<file path="src/rtl/core/rexr_pkg.sv">
// rexr_pkg: shared constants, types and the 2^-f table for the replica exchange block
// no dependencies; imported by rexr_if, rexr_front, rexr_back and the top
package rexr_pkg;

    localparam int MAX_REPLICAS_DEF = 16;

    localparam int ENERGY_W   = 32;
    localparam int BETA_W     = 32;
    localparam int RAND_W     = 16;
    localparam int OUT_SLOT_W = 4;
    localparam int COUNT_W    = 32;

    // log2(e) in q.16 and 2^(-1/256) in q.32
    localparam logic [16:0] LOG2E_Q16 = 17'd94548;
    localparam logic [31:0] STEP_Q32  = 32'd4283353945;

    // 2^-f table, f in 1/256 steps, scaled to 16 bits
    typedef logic [15:0] t_exp_table [256];

    function automatic t_exp_table build_exp_table();
        t_exp_table tbl;
        logic [64:0] v;
        logic [64:0] t;
        v = 65'd1 << 32;
        for (int i = 0; i < 256; i++) begin
            t = (v + 65'd32768) >> 16;
            tbl[i] = (t > 65'd65535) ? 16'hFFFF : t[15:0];
            v = (v * {33'd0, STEP_Q32} + 65'd2147483648) >> 32;
        end
        return tbl;
    endfunction

    localparam t_exp_table EXP_TABLE = build_exp_table();

    // differences of one pair, handed from front to back
    typedef struct packed {
        logic signed [ENERGY_W:0] d_energy;
        logic signed [BETA_W:0]   d_beta;
        logic [RAND_W-1:0]        rand_u16;
    } t_pair_calc;

endpackage

</file>
<file path="src/rtl/core/rexr_if.sv">
// rexr_if: request and result channel interfaces of the replica exchange block
// depends on rexr_pkg for field widths
interface rexr_req_if import rexr_pkg::*; ();
    logic                valid;
    logic                ready;
    logic [ENERGY_W-1:0] energy;
    logic [BETA_W-1:0]   inv_temp;
    logic [RAND_W-1:0]   rand_u16;
    logic                last_in_round;

    modport source (output valid, energy, inv_temp, rand_u16, last_in_round, input ready);
    modport sink   (input valid, energy, inv_temp, rand_u16, last_in_round, output ready);
endinterface

interface rexr_res_if import rexr_pkg::*; ();
    logic                  valid;
    logic                  ready;
    logic [OUT_SLOT_W-1:0] lower_slot;
    logic                  accepted;
    logic [OUT_SLOT_W-1:0] lower_origin;
    logic [OUT_SLOT_W-1:0] upper_origin;
    logic [COUNT_W-1:0]    accept_count;

    modport source (output valid, lower_slot, accepted, lower_origin, upper_origin,
                    accept_count, input ready);
    modport sink   (input valid, lower_slot, accepted, lower_origin, upper_origin,
                    accept_count, output ready);
endinterface

</file>
<file path="src/rtl/core/rexr_ram.sv">
// rexr_ram: generic single write port, single read port ram with registered read
// no dependencies
module rexr_ram #(
    parameter int WIDTH = 8,
    parameter int DEPTH = 16
) (
    input  logic                     i_clk,
    input  logic                     i_we,
    input  logic [$clog2(DEPTH)-1:0] i_waddr,
    input  logic [WIDTH-1:0]         i_wdata,
    input  logic [$clog2(DEPTH)-1:0] i_raddr,
    output logic [WIDTH-1:0]         o_rdata
);

    logic [WIDTH-1:0] r_mem [DEPTH];

    always_ff @(posedge i_clk) begin
        if (i_we) begin
            r_mem[i_waddr] <= i_wdata;
        end
        o_rdata <= r_mem[i_raddr];
    end

endmodule

</file>
<file path="src/rtl/core/rexr_front.sv">
// rexr_front: slot tracking, pairing and differences of each accepted request
// depends on rexr_pkg and rexr_if
module rexr_front import rexr_pkg::*; #(
    parameter int MAX_REPLICAS = MAX_REPLICAS_DEF
) (
    input  logic                            i_clk,
    input  logic                            i_rst_n,
    rexr_req_if.sink                        i_req,
    input  logic                            i_full,
    output logic                            o_push,
    output logic [$clog2(MAX_REPLICAS)-1:0] o_push_lo,
    output t_pair_calc                      o_push_calc
);

    localparam int IW = $clog2(MAX_REPLICAS);
    localparam int SW = $clog2(MAX_REPLICAS + 1);

    logic [SW-1:0]       r_slot, n_slot;
    logic                r_parity, n_parity;
    logic [ENERGY_W-1:0] r_prev_e;
    logic [BETA_W-1:0]   r_prev_b;
    logic                accept, in_range, is_upper;
    logic [SW-1:0]       lo_full;

    assign i_req.ready = !i_full;
    assign accept      = i_req.valid && i_req.ready;

    assign in_range = r_slot < SW'(MAX_REPLICAS);
    // upper slot when the lower slot (s-1) has the parity of the round
    assign is_upper = in_range && (r_slot != '0) && ((!r_slot[0]) == r_parity);
    assign lo_full  = r_slot - SW'(1);

    assign o_push                = accept && is_upper;
    assign o_push_lo             = lo_full[IW-1:0];
    assign o_push_calc.d_energy  = $signed({r_prev_e[ENERGY_W-1], r_prev_e})
                                 - $signed({i_req.energy[ENERGY_W-1], i_req.energy});
    assign o_push_calc.d_beta    = $signed({1'b0, i_req.inv_temp}) - $signed({1'b0, r_prev_b});
    assign o_push_calc.rand_u16  = i_req.rand_u16;

    always_comb begin
        n_slot   = r_slot;
        n_parity = r_parity;
        if (accept) begin
            if (in_range) begin
                n_slot = r_slot + SW'(1);
            end
            if (i_req.last_in_round) begin
                n_slot   = '0;
                n_parity = !r_parity;
            end
        end
    end

    always_ff @(posedge i_clk) begin
        if (!i_rst_n) begin
            r_slot   <= '0;
            r_parity <= 1'b0;
            r_prev_e <= '0;
            r_prev_b <= '0;
        end else begin
            r_slot   <= n_slot;
            r_parity <= n_parity;
            if (accept && in_range) begin
                r_prev_e <= i_req.energy;
                r_prev_b <= i_req.inv_temp;
            end
        end
    end

`ifndef SYNTHESIS
    a_slot_bound: assert property (@(posedge i_clk) disable iff (!i_rst_n)
        r_slot <= SW'(MAX_REPLICAS))
        else $error("slot counter past replica count");
`endif

endmodule

</file>
<file path="src/rtl/core/rexr_fifo.sv">
// rexr_fifo: short queue of pair requests between front and back
// no dependencies
module rexr_fifo #(
    parameter int WIDTH = 8,
    parameter int DEPTH = 2
) (
    input  logic             i_clk,
    input  logic             i_rst_n,
    input  logic             i_push,
    input  logic [WIDTH-1:0] i_wdata,
    input  logic             i_pop,
    output logic [WIDTH-1:0] o_rdata,
    output logic             o_full,
    output logic             o_empty
);

    localparam int PW = (DEPTH > 1) ? $clog2(DEPTH) : 1;
    localparam int CW = $clog2(DEPTH + 1);

    logic [WIDTH-1:0] r_mem [DEPTH];
    logic [PW-1:0]    r_wp, r_rp;
    logic [CW-1:0]    r_cnt;
    logic             do_push, do_pop;

    assign o_full  = r_cnt == CW'(DEPTH);
    assign o_empty = r_cnt == '0;
    assign o_rdata = r_mem[r_rp];
    assign do_push = i_push && !o_full;
    assign do_pop  = i_pop && !o_empty;

    always_ff @(posedge i_clk) begin
        if (!i_rst_n) begin
            r_wp  <= '0;
            r_rp  <= '0;
            r_cnt <= '0;
        end else begin
            if (do_push) begin
                r_wp <= (r_wp == PW'(DEPTH - 1)) ? '0 : r_wp + PW'(1);
            end
            if (do_pop) begin
                r_rp <= (r_rp == PW'(DEPTH - 1)) ? '0 : r_rp + PW'(1);
            end
            if (do_push && !do_pop) begin
                r_cnt <= r_cnt + CW'(1);
            end else if (do_pop && !do_push) begin
                r_cnt <= r_cnt - CW'(1);
            end
        end
    end

    always_ff @(posedge i_clk) begin
        if (do_push) begin
            r_mem[r_wp] <= i_wdata;
        end
    end

`ifndef SYNTHESIS
    a_no_overflow: assert property (@(posedge i_clk) disable iff (!i_rst_n)
        !(i_push && o_full))
        else $error("push into full queue");
`endif

endmodule

</file>
<file path="src/rtl/core/rexr_back.sv">
// rexr_back: exchange decision sequencer, origin and counter memories, result register
// depends on rexr_pkg, rexr_if and rexr_ram
module rexr_back import rexr_pkg::*; #(
    parameter int MAX_REPLICAS = MAX_REPLICAS_DEF
) (
    input  logic                            i_clk,
    input  logic                            i_rst_n,
    input  logic                            i_empty,
    input  logic [$clog2(MAX_REPLICAS)-1:0] i_lo,
    input  t_pair_calc                      i_calc,
    output logic                            o_pop,
    rexr_res_if.source                      o_res
);

    localparam int IW = $clog2(MAX_REPLICAS);

    typedef enum logic [2:0] {
        S_IDLE, S_ABS, S_MUL, S_EXP, S_DEC, S_WR2
    } t_state;

    t_state              r_state;
    logic [IW-1:0]       r_lo, hi;
    t_pair_calc          r_calc;
    logic [ENERGY_W-1:0] r_mag_e;
    logic [BETA_W-1:0]   r_mag_b;
    logic                r_quick;
    logic [63:0]         r_prod;
    logic [32:0]         r_x;
    logic                r_big;
    logic [IW-1:0]       r_org_lo, r_org_hi;
    logic [COUNT_W-1:0]  r_cnt;
    logic [MAX_REPLICAS-1:0] r_org_vld, r_cnt_vld;

    logic [IW-1:0]      org_raddr, org_waddr, org_wdata, org_rdata;
    logic               org_we, cnt_we;
    logic [COUNT_W-1:0] cnt_rdata, cnt_next;
    logic [48:0]        x_full;
    logic [16:0]        n_int;
    logic [15:0]        prob;
    logic               hit, acc, out_free, fire;
    logic [ENERGY_W:0]  neg_e;
    logic [BETA_W:0]    neg_b;
    logic [IW+3:0]      lo_ext, olo_ext, ohi_ext;

    assign hi       = r_lo + IW'(1);
    assign o_pop    = (r_state == S_IDLE) && !i_empty;
    assign out_free = !o_res.valid || o_res.ready;
    assign fire     = (r_state == S_DEC) && out_free;

    assign neg_e = -r_calc.d_energy;
    assign neg_b = -r_calc.d_beta;

    // second step of exp: delta * log2(e), q.16
    assign x_full = 49'(r_prod[49:18]) * 49'(LOG2E_Q16);

    // probability from the table, shifted by the integer part
    assign n_int = r_x[32:16];
    assign prob  = EXP_TABLE[r_x[15:8]] >> n_int[3:0];
    assign hit   = !r_big && (n_int < 17'd16) && (prob > r_calc.rand_u16);
    assign acc   = r_quick || hit;

    assign cnt_next = (acc && (r_cnt != '1)) ? r_cnt + COUNT_W'(1) : r_cnt;

    // origin memory: read lower then upper, write lower then upper on a swap
    assign org_raddr = (r_state == S_IDLE) ? i_lo : hi;
    assign org_we    = (fire && acc) || (r_state == S_WR2);
    assign org_waddr = (r_state == S_WR2) ? hi : r_lo;
    assign org_wdata = (r_state == S_WR2) ? r_org_lo : r_org_hi;
    assign cnt_we    = fire && acc;

    assign lo_ext  = {4'd0, r_lo};
    assign olo_ext = {4'd0, (acc ? r_org_hi : r_org_lo)};
    assign ohi_ext = {4'd0, (acc ? r_org_lo : r_org_hi)};

    rexr_ram #(.WIDTH(IW), .DEPTH(MAX_REPLICAS)) u_org_ram (
        .i_clk   (i_clk),
        .i_we    (org_we),
        .i_waddr (org_waddr),
        .i_wdata (org_wdata),
        .i_raddr (org_raddr),
        .o_rdata (org_rdata)
    );

    rexr_ram #(.WIDTH(COUNT_W), .DEPTH(MAX_REPLICAS)) u_cnt_ram (
        .i_clk   (i_clk),
        .i_we    (cnt_we),
        .i_waddr (r_lo),
        .i_wdata (cnt_next),
        .i_raddr (r_lo),
        .o_rdata (cnt_rdata)
    );

    always_ff @(posedge i_clk) begin
        if (!i_rst_n) begin
            r_state     <= S_IDLE;
            r_org_vld   <= '0;
            r_cnt_vld   <= '0;
            o_res.valid <= 1'b0;
        end else begin
            if (o_res.valid && o_res.ready && !fire) begin
                o_res.valid <= 1'b0;
            end
            unique case (r_state)
                S_IDLE: begin
                    if (!i_empty) begin
                        r_lo    <= i_lo;
                        r_calc  <= i_calc;
                        r_state <= S_ABS;
                    end
                end
                S_ABS: begin
                    r_org_lo <= r_org_vld[r_lo] ? org_rdata : r_lo;
                    r_mag_e  <= r_calc.d_energy[ENERGY_W] ? neg_e[ENERGY_W-1:0]
                                                          : r_calc.d_energy[ENERGY_W-1:0];
                    r_mag_b  <= r_calc.d_beta[BETA_W] ? neg_b[BETA_W-1:0]
                                                      : r_calc.d_beta[BETA_W-1:0];
                    r_quick  <= (r_calc.d_energy == '0) || (r_calc.d_beta == '0)
                             || (r_calc.d_energy[ENERGY_W] != r_calc.d_beta[BETA_W]);
                    r_state  <= S_MUL;
                end
                S_MUL: begin
                    r_org_hi <= r_org_vld[hi] ? org_rdata : hi;
                    r_prod   <= {32'd0, r_mag_e} * {32'd0, r_mag_b};
                    r_state  <= S_EXP;
                end
                S_EXP: begin
                    r_big   <= |r_prod[63:50];
                    r_x     <= x_full[48:16];
                    r_cnt   <= r_cnt_vld[r_lo] ? cnt_rdata : '0;
                    r_state <= S_DEC;
                end
                S_DEC: begin
                    if (out_free) begin
                        o_res.valid        <= 1'b1;
                        o_res.lower_slot   <= lo_ext[3:0];
                        o_res.accepted     <= acc;
                        o_res.lower_origin <= olo_ext[3:0];
                        o_res.upper_origin <= ohi_ext[3:0];
                        o_res.accept_count <= cnt_next;
                        if (acc) begin
                            r_org_vld[r_lo] <= 1'b1;
                            r_cnt_vld[r_lo] <= 1'b1;
                            r_state         <= S_WR2;
                        end else begin
                            r_state <= S_IDLE;
                        end
                    end
                end
                S_WR2: begin
                    r_org_vld[hi] <= 1'b1;
                    r_state       <= S_IDLE;
                end
                default: r_state <= S_IDLE;
            endcase
        end
    end

`ifndef SYNTHESIS
    a_wr2_after_dec: assert property (@(posedge i_clk) disable iff (!i_rst_n)
        (r_state == S_WR2) |-> $past(r_state == S_DEC && acc))
        else $error("second origin write without an exchange");
    a_result_from_dec: assert property (@(posedge i_clk) disable iff (!i_rst_n)
        $rose(o_res.valid) |-> $past(r_state == S_DEC))
        else $error("result raised outside the decision step");
    a_pop_only_idle: assert property (@(posedge i_clk) disable iff (!i_rst_n)
        o_pop |=> (r_state == S_ABS))
        else $error("pop did not start a decision");
`endif

endmodule

</file>
<file path="src/rtl/core/replica_exchange_round_top.sv">
// replica_exchange_round_top: replica exchange metropolis decision, one result per pair
// depends on rexr_pkg, rexr_if, rexr_front, rexr_fifo, rexr_back (and rexr_ram below it)
//
//  channel | dir | handshake          | contents
//  --------+-----+--------------------+------------------------------------------------
//  i_req   | in  | valid/ready        | energy, inv_temp, rand_u16, last_in_round
//  o_res   | out | valid/ready        | lower_slot, accepted, lower_origin,
//          |     |                    | upper_origin, accept_count
//
// steps: a request that is not the upper slot of a pair is taken without queueing; an
//   upper slot request is queued and decided by the back sequencer in S_ABS, S_MUL, S_EXP,
//   S_DEC and on an exchange S_WR2, set by the single origin read port and the two multiplies
// reset: synchronous; origin and counter memories carry per-entry valid bits,
//   so no clearing pass is needed
// stalls: a two-entry queue separates front and back; i_req.ready drops only when it is
//   full; the result register holds while o_res.ready is low and the back waits
module replica_exchange_round_top import rexr_pkg::*; #(
    parameter int MAX_REPLICAS = MAX_REPLICAS_DEF
) (
    input  logic       i_clk,
    input  logic       i_rst_n,
    rexr_req_if.sink   i_req,
    rexr_res_if.source o_res
);

    localparam int IW     = $clog2(MAX_REPLICAS);
    localparam int QW     = IW + $bits(t_pair_calc);
    localparam int Q_DEPTH = 2;

    // front to queue
    logic             push;
    logic [IW-1:0]    push_lo;
    t_pair_calc       push_calc;
    logic             q_full, q_empty, pop;
    logic [QW-1:0]    q_rdata;
    logic [IW-1:0]    head_lo;
    t_pair_calc       head_calc;

    // slot counting and pair differences
    rexr_front #(.MAX_REPLICAS(MAX_REPLICAS)) u_front (
        .i_clk       (i_clk),
        .i_rst_n     (i_rst_n),
        .i_req       (i_req),
        .i_full      (q_full),
        .o_push      (push),
        .o_push_lo   (push_lo),
        .o_push_calc (push_calc)
    );

    // pair requests waiting for the decision sequencer
    rexr_fifo #(.WIDTH(QW), .DEPTH(Q_DEPTH)) u_fifo (
        .i_clk   (i_clk),
        .i_rst_n (i_rst_n),
        .i_push  (push),
        .i_wdata ({push_lo, push_calc}),
        .i_pop   (pop),
        .o_rdata (q_rdata),
        .o_full  (q_full),
        .o_empty (q_empty)
    );

    assign head_lo   = q_rdata[QW-1 -: IW];
    assign head_calc = t_pair_calc'(q_rdata[$bits(t_pair_calc)-1:0]);

    // decision, table updates and result register
    rexr_back #(.MAX_REPLICAS(MAX_REPLICAS)) u_back (
        .i_clk   (i_clk),
        .i_rst_n (i_rst_n),
        .i_empty (q_empty),
        .i_lo    (head_lo),
        .i_calc  (head_calc),
        .o_pop   (pop),
        .o_res   (o_res)
    );

endmodule
</file>
<file path="src/flat_wrapper.sv">
// flat-port wrapper written by rule: the top's interface ports become plain ports
module replica_exchange_round_top_flat import rexr_pkg::*;
#(
    parameter int MAX_REPLICAS = MAX_REPLICAS_DEF
)
  (i_clk, i_rst_n, i_req_valid, i_req_energy, i_req_inv_temp, i_req_rand_u16, i_req_last_in_round, i_req_ready, o_res_valid, o_res_lower_slot, o_res_accepted, o_res_lower_origin, o_res_upper_origin, o_res_accept_count, o_res_ready);
  rexr_req_if i_req_i ();
  rexr_res_if o_res_i ();
  input  logic i_clk;
  input  logic i_rst_n;
  input wire logic [$bits(i_req_i.valid)-1:0] i_req_valid;
  input wire logic [$bits(i_req_i.energy)-1:0] i_req_energy;
  input wire logic [$bits(i_req_i.inv_temp)-1:0] i_req_inv_temp;
  input wire logic [$bits(i_req_i.rand_u16)-1:0] i_req_rand_u16;
  input wire logic [$bits(i_req_i.last_in_round)-1:0] i_req_last_in_round;
  output wire logic [$bits(i_req_i.ready)-1:0] i_req_ready;
  output wire logic [$bits(o_res_i.valid)-1:0] o_res_valid;
  output wire logic [$bits(o_res_i.lower_slot)-1:0] o_res_lower_slot;
  output wire logic [$bits(o_res_i.accepted)-1:0] o_res_accepted;
  output wire logic [$bits(o_res_i.lower_origin)-1:0] o_res_lower_origin;
  output wire logic [$bits(o_res_i.upper_origin)-1:0] o_res_upper_origin;
  output wire logic [$bits(o_res_i.accept_count)-1:0] o_res_accept_count;
  input wire logic [$bits(o_res_i.ready)-1:0] o_res_ready;
  assign i_req_i.valid = i_req_valid;
  assign i_req_i.energy = i_req_energy;
  assign i_req_i.inv_temp = i_req_inv_temp;
  assign i_req_i.rand_u16 = i_req_rand_u16;
  assign i_req_i.last_in_round = i_req_last_in_round;
  assign i_req_ready = i_req_i.ready;
  assign o_res_valid = o_res_i.valid;
  assign o_res_lower_slot = o_res_i.lower_slot;
  assign o_res_accepted = o_res_i.accepted;
  assign o_res_lower_origin = o_res_i.lower_origin;
  assign o_res_upper_origin = o_res_i.upper_origin;
  assign o_res_accept_count = o_res_i.accept_count;
  assign o_res_i.ready = o_res_ready;
  replica_exchange_round_top #(.MAX_REPLICAS(MAX_REPLICAS)) u_core (.i_clk(i_clk), .i_rst_n(i_rst_n), .i_req(i_req_i), .o_res(o_res_i));
endmodule
</file>
<file path="config.mk">
export PLATFORM = sky130hd
export DESIGN_NAME = replica_exchange_round_top_flat
export DESIGN_NICKNAME = d
export VERILOG_FILES = /design/src/rtl/core/rexr_pkg.sv /design/src/rtl/core/rexr_if.sv /design/src/rtl/core/rexr_ram.sv /design/src/rtl/core/rexr_front.sv /design/src/rtl/core/rexr_fifo.sv /design/src/rtl/core/rexr_back.sv /design/src/rtl/core/replica_exchange_round_top.sv /design/src/flat_wrapper.sv
export SDC_FILE = /design/constraint.sdc
export NUM_CORES = 2
export LEC_CHECK = 0
export ABC_CLOCK_PERIOD_IN_PS = 9800
export BUFFER_PORTS_ARGS = -buffer_cell sky130_fd_sc_hd__buf_2
export CORE_ASPECT_RATIO = 1.2
export CORE_MARGIN = 2
export CORE_UTILIZATION = 40
export DETAILED_ROUTE_END_ITERATION = 10
export GPL_TIMING_DRIVEN = 0
export HOLD_SLACK_MARGIN = 0.12
export PLACE_DENSITY = 0.56
export SKIP_LAST_GASP = 1
export SYNTH_ARGS = -nofsm -noshare
export SYNTH_HDL_FRONTEND = slang
export SYNTH_SLANG_ARGS = --single-unit
export TNS_END_PERCENT = 20
</file>
<file path="constraint.sdc">
create_clock -name i_clk -period 9.8 [get_ports i_clk]
set_input_delay 0.98 -clock i_clk [delete_from_list [all_inputs] [get_ports i_clk]]
set_output_delay 0.98 -clock i_clk [all_outputs]
set_load 0.005 [all_outputs]
</file>
; ---- Word-level counts from Yosys, hierarchy flattened
; Memories as Yosys holds them, arrays and structs flattened. A register that Yosys moved wholly into a read port is not among the register bits.
; Cells that the tools add are included.
[word_totals]
regBits = 444
latchBits = 0
mem_count = 4
romBits = 4096
ram_bits = 748
[memory_table]
columns = name, depth, word_bits, rd, rd_clocked_by_memory_dff, write_ports, line_no
row1 = (name not given), 256, 16, 1, 0, 0, rexr_back.sv:58  ; assign prob = EXP_TABLE[r_x[15:8]] >> n_int[3:0];
row2 = u_core.u_back.u_cnt_ram.r_mem, 16, 32, 1, 1, 1, rexr_ram.sv:15  ; logic [WIDTH-1:0] r_mem [DEPTH];
row3 = u_core.u_fifo.r_mem, 2, 86, 1, 1, 1, rexr_fifo.sv:20  ; logic [WIDTH-1:0] r_mem [DEPTH];
row4 = u_core.u_back.u_org_ram.r_mem, 16, 4, 1, 1, 1, rexr_ram.sv:15
[op_classes]
add_sub_neg = 12
n_bitwise = 5
reduce_logical = 52
shifts = 1
n_eq_ne = 12
div_mod_pow = 0
magnitude_cmp = 8
n_mux = 46
mul = 2
[ops]
columns = operator, count
row1 = $mux 32, 3
row2 = $logic_not 33->1, 2
row3 = $sub 32x32->33, 2
row4 = $mul 32x32->64, 1
row5 = $mux 16, 4
row6 = $neg 32->32, 2
row7 = $or 16x16->16, 3
row8 = $mul 32x15->47 const B, 1
row9 = $add 32x1->32 const B, 1
row10 = $ne 32x32->1 const B, 1
row11 = $pmux 16 s2, 1
row12 = $mux 4, 7
row13 = $logic_and 1x1->1, 19
row14 = $mux 1, 18
row15 = $lt 17x5->1 const B, 1
row16 = $gt 16x16->1, 1
row17 = $shr 16x4->16, 1
row18 = $pmux 3 s5, 1
row19 = $reduce_or 14->1, 1
row20 = $bmux 1 s4, 3
row21 = $reduce_and 2->1, 6
row22 = $reduce_and 3->1, 4
row23 = $lt 4x5->1 const B, 2
row24 = $mux 5, 2
row25 = other kinds (27), 51

; ---- Depth between registers and ports, before layout
[depth]
word_depth = 12
depth_mapped = 30
depth_no_buf = 26

; ---- By module
; From an unflattened synthesis, not the netlist that was laid out.
[hier_totals]
hier_cells = 8183
area_unflattened_um2 = 94902.3
[by_module_without_submodules]
columns = module, area_each_um2, seq_area_each_um2, instances, cells_per_inst
row1 = rexr_back, 59473.3, 9969.6, 1, 6049
row2 = rexr_ram (u_core.u_back.u_cnt_ram), 19854.0, 16015.4, 1, 838
row3 = rexr_fifo, 6598.8, 5265.0, 1, 293
row4 = rexr_front, 6309.8, 1401.3, 1, 873
row5 = rexr_ram (u_core.u_back.u_org_ram), 2666.3, 2001.9, 1, 130

; ---- Least setup slack after synthesis
; OpenSTA, ideal clock, no wires.
[synth_path]
path_kind = reg-to-reg
start = reg u_core.u_back.r_mag_e[28]
end = reg u_core.u_back.r_prod[55] (data pin)
arrival_ns = 7.061
setup_slack_ns = 2.480
stages_incl_launch_ff = 26
setup_ns = 0.260
cell_sequence = edfxtp_1 > clkbuf_1 > and2_1 > fa_1 > inv_1 > fa_1 > fa_1 > inv_1 > fa_1 > fa_1 > fa_1 > fa_1 > inv_1 > fa_1 > inv_1 > ha_1 > and3_1 > and3_1 > nand2_1 > or3_1 > o32a_1 > o21ai_0 > o221ai_1 > o21ai_0 > a31oi_1 > xnor2_1
[synth_via]
elab_chain_len = 1
[synth_rtl]
columns = item, line_no
row1 = from (decl), rexr_back.sv:24  ; logic [ENERGY_W-1:0] r_mag_e;
row2 = from (signal assigned), rexr_back.sv:113  ; r_mag_e <= r_calc.d_energy[ENERGY_W] ? neg_e[ENERGY_W-1:0]
row3 = $mul 32x32->64, rexr_back.sv:123  ; r_prod <= {32'd0, r_mag_e} * {32'd0, r_mag_b};
row4 = to (signal assigned), rexr_back.sv:123
row5 = to (decl), rexr_back.sv:27  ; logic [63:0] r_prod;
; No other way between the ends.
; A chain may end at the register's enable or synchronous reset.

; ---- Worst setup path after layout
[layout_path]
start = reg u_core.u_back.r_mag_b[7]
end = reg u_core.u_back.r_prod[55] (data pin)
[layout_via]
elab_chain_len = 1
[layout_rtl]
columns = item, line_no
row1 = from (decl), rexr_back.sv:25  ; logic [BETA_W-1:0] r_mag_b;
row2 = from (signal assigned), rexr_back.sv:115  ; r_mag_b <= r_calc.d_beta[BETA_W] ? neg_b[BETA_W-1:0]
row3 = $mul 32x32->64, rexr_back.sv:123
; No other way between the ends.

==> impl_metrics.toml <==
[status]
status = "finished with violations"
violations = "setup timing"

[routing]
drtIter0Drc = 5084
vias = 62856
post-route-drc-count = 0
routedWlPerCell_um = 26.1
drt_first_pass_iters = 7
vias_per_cell = 5.49
wirelength_um = 299000
ant_nets = 0

[layout]
area_growth_pct = 10.1
fin_area_um2 = 103000
nFillCells = 21590
seq_area_um2 = 34700
final_cells = 11446
nets = 10031
multi_input_area_um2 = 53200
layout-drive-gt1-share = 0.0939

[global_route]
grt-busiest-layer = "met2"
first_global_vias = 66328
grt.overflow.total = 0
grtUsageMet3 = 0.0381
grt_max_degree = 55
use_met2 = 0.421
antenna_found_initial = 28
grt_util_all_layers = 0.251
use_met1 = 0.318
grt_pass1_wl_um = 439000

[sta]
holdWs_ns = 0.388
fin_setup_tns_ns = -1.40
setup_viol = 11
fin_crit_sh = 1.02
worst_slew_pin_slew_ns = 1.46
post-route-min-period_ns = 10.02
rsz0062_at_grt = "true"
setup_slack_ns = -0.221
fmax_mhz = 99.8
hold_viol = 0
slew_headroom = 0.0296
skew_ns = 0.0756
drv_slew = 0

[yosys]
post-synth-top-area-cell = "edfxtp_1"
ys_ff_latch = 1203
seq_area_frac_synth = 0.370
synth.top_cells.by_count = "inv_1 (1231), fa_1 (1062), edfxtp_1 (1056)"
syn_area_um2 = 93700
synth.area.top_cells = "edfxtp_1 (34%), fa_1 (23%), ha_1 (7.9%)"
synth_ff_type = "edfxtp_1"
yosys_warnings = 0
synth.most_common_cell = "inv_1"
synth_cells = 8004
synth_edf_count = 1056
ys_types = 89
syn_nets = 9741
yosysTopAreaCellShare = 0.338
avgSynthCellArea_um2 = 11.7
async_flop_share = 0

[setup_path]
r2r-end = "u_core.u_back.r_prod[55]"
r2r-start = "u_core.u_back.r_mag_b[7]"
crit_required_ns = 10.31
r2r_setup_slack_ns = -0.22
cp.arrival_ns = 10.53
path_class = "reg -> reg"
crit_path_end_kind = "flop"
startpoint_type = "flop"
cp_max_fo = 12
r2r_cells = 23

[cts]
cts_htree_levels = 3
clock-root-buffer = "clkbuf_16"
cts-buffers-inserted = 113
numClockSinks = 1203
clk_pin_slew_ns = 0.07
clk_path_buf_depth = 3
insertion_delay_ns = 0.79
cts_tree = "done"
hold_buffers = 0

[hold_path]
hold_end = "u_core.u_fifo.r_mem[1][6]"
hold_depth = 1
hp-class = "in -> reg"
hold_start = "i_req_rand_u16[6]"

[place]
gp_congestion = 1.00
dp_hpwl_um = 234000
numPortBuffers = 131
dpl_cell_area_um2 = 99000
dp.cells = 11214

[die]
fp-row-count = 194
io_pins = 132
die_w_um = 446
die_area_um2 = 238000
core_um2 = 233000
die_height_um = 534
start_util = 0.403

[job]
maxCapViolations = 0
layout make-up:
class,count,area share
well taps,3038,0.0368
diodes,14,0.000339
clock buffers,150,0.0297
repair buffers,175,0.0136
flip-flops and latches,1203,0.336
inverters,1236,0.0449
clock inverters,65,0.00883
multi-input cells,5168,0.515
plain buffers,397,0.0148
worst max-delay path: stages, from the launching register on:
cell      delay, ns
edfxtp_1       0.74
clkbuf_1       1.09
and2_1         0.28
fa_1           0.45
fa_1           0.50
fa_1           0.52
inv_1          0.05
fa_1           0.48
inv_1          0.06
fa_1           0.48
fa_1           0.61
fa_1           0.45
fa_1           0.46
ha_1           0.43
clkbuf_1       0.31
nand4_1        0.22
or2_2          0.37
o22ai_1        0.15
a31oi_1        0.16
o21ai_0        0.78
o221ai_1       0.35
o21ai_0        0.49
a31oi_1        0.18
xnor2_1        0.16
metal layers:
metal / part of all wire / routed length (um)
met3: 0.062 / 18500
met4: 0.056 / 16800
met5: 0.00031 / 92
met1: 0.40 / 119000
met2: 0.48 / 145000
cell families after synthesis:
logic type,share of synthesized area
buf+inv,0.0658
compound gates,0.0641
fa+ha+maj,0.306
simple gates,0.109
flops,0.370
mux,0.0642
xor+xnor,0.0215
metrics by stage:
stage,setup WS (ns),util
finish,-0.221,0.443
CTS,-0.132,0.443
global placement,-1.58,0.422
detailed placement,-0.979,0.425
floorplan,2.48,-
global route,-0.457,0.443
how the worst max path moves through the flow:
stage	depth (start not counted)	startpoint	end
6_report	23	u_core.u_back.r_mag_b[7]	u_core.u_back.r_prod[55]
5_1_grt	24	u_core.u_back.r_mag_b[7]	u_core.u_back.r_prod[50]
4_1_cts	28	u_core.u_back.r_x[8]	u_core.u_back.u_cnt_ram.r_mem[9][27]
3_5_place_dp	27	u_core.u_back.r_x[8]	u_core.u_back.u_cnt_ram.r_mem[10][23]
3_3_place_gp	26	u_core.u_back.r_x[8]	u_core.u_back.o_res.accept_count[16]
2_1_floorplan	25	u_core.u_back.r_mag_e[28]	u_core.u_back.r_prod[55]
sequential cells by signal, indices dropped and copies added, names as in the netlist, 3 cells and up, named ones only:
register	flops
u_core.u_back.u_cnt_ram.r_mem	512
u_core.u_fifo.r_mem	172
u_core.u_back.r_calc	82
u_core.u_back.u_org_ram.r_mem	64
u_core.u_back.r_prod	46
u_core.u_back.o_res.accept_count	32
u_core.u_back.r_cnt	32
u_core.u_back.r_mag_b	32
u_core.u_back.r_mag_e	32
u_core.u_back.u_cnt_ram.o_rdata	32
u_core.u_front.r_prev_b	32
u_core.u_front.r_prev_e	32
u_core.u_back.r_x	25
u_core.u_back.r_cnt_vld	16
u_core.u_back.r_org_vld	16
u_core.u_front.r_slot	5
u_core.u_back.o_res.lower_origin	4
u_core.u_back.o_res.lower_slot	4
u_core.u_back.o_res.upper_origin	4
u_core.u_back.r_lo	4
u_core.u_back.r_org_hi	4
u_core.u_back.r_org_lo	4
u_core.u_back.u_org_ram.o_rdata	4
u_core.u_back.r_state	3
layout by cell type (no fill, tap or decap), types with 37 or more instances in the layout:
cell | Yosys | routed
mux4_2 | 200 | 200
a21oi_1 | 293 | 293
dfxtp_1 | 147 | 147
nor2_1 | 231 | 228
xnor2_1 | 183 | 164
buf_2 | 30 | 161
ha_1 | 590 | 590
a21o_1 | 87 | 87
clkbuf_1 | 330 | 354
clkbuf_16 | 0 | 113
nand4_1 | 39 | 39
inv_1 | 1231 | 1231
buf_1 | 37 | 37
a31oi_1 | 45 | 45
a211oi_1 | 58 | 57
and2_1 | 662 | 661
xor2_1 | 47 | 45
o31ai_1 | 37 | 37
fa_1 | 1062 | 1062
nor3_1 | 51 | 50
mux2_2 | 113 | 113
edfxtp_1 | 1056 | 1056
o21ai_0 | 173 | 173
nand2b_1 | 43 | 43
nand3_1 | 54 | 54
nor2b_1 | 50 | 48
nand2_1 | 734 | 734
repair_timing:
| item | 4_1_cts | 5_1_grt |
|---|---|---|
| gates resized for setup | 10 | 15 |
| endpoints found under the hold margin | 0 | 0 |
| pin swaps | 1 | 1 |
| setup buffers | 1 | 0 |
| endpoints found under the setup margin | 532 | 505 |
Power is not shown: default switching activity piles up to over one toggle a cycle in this logic, so the estimate is an artifact.
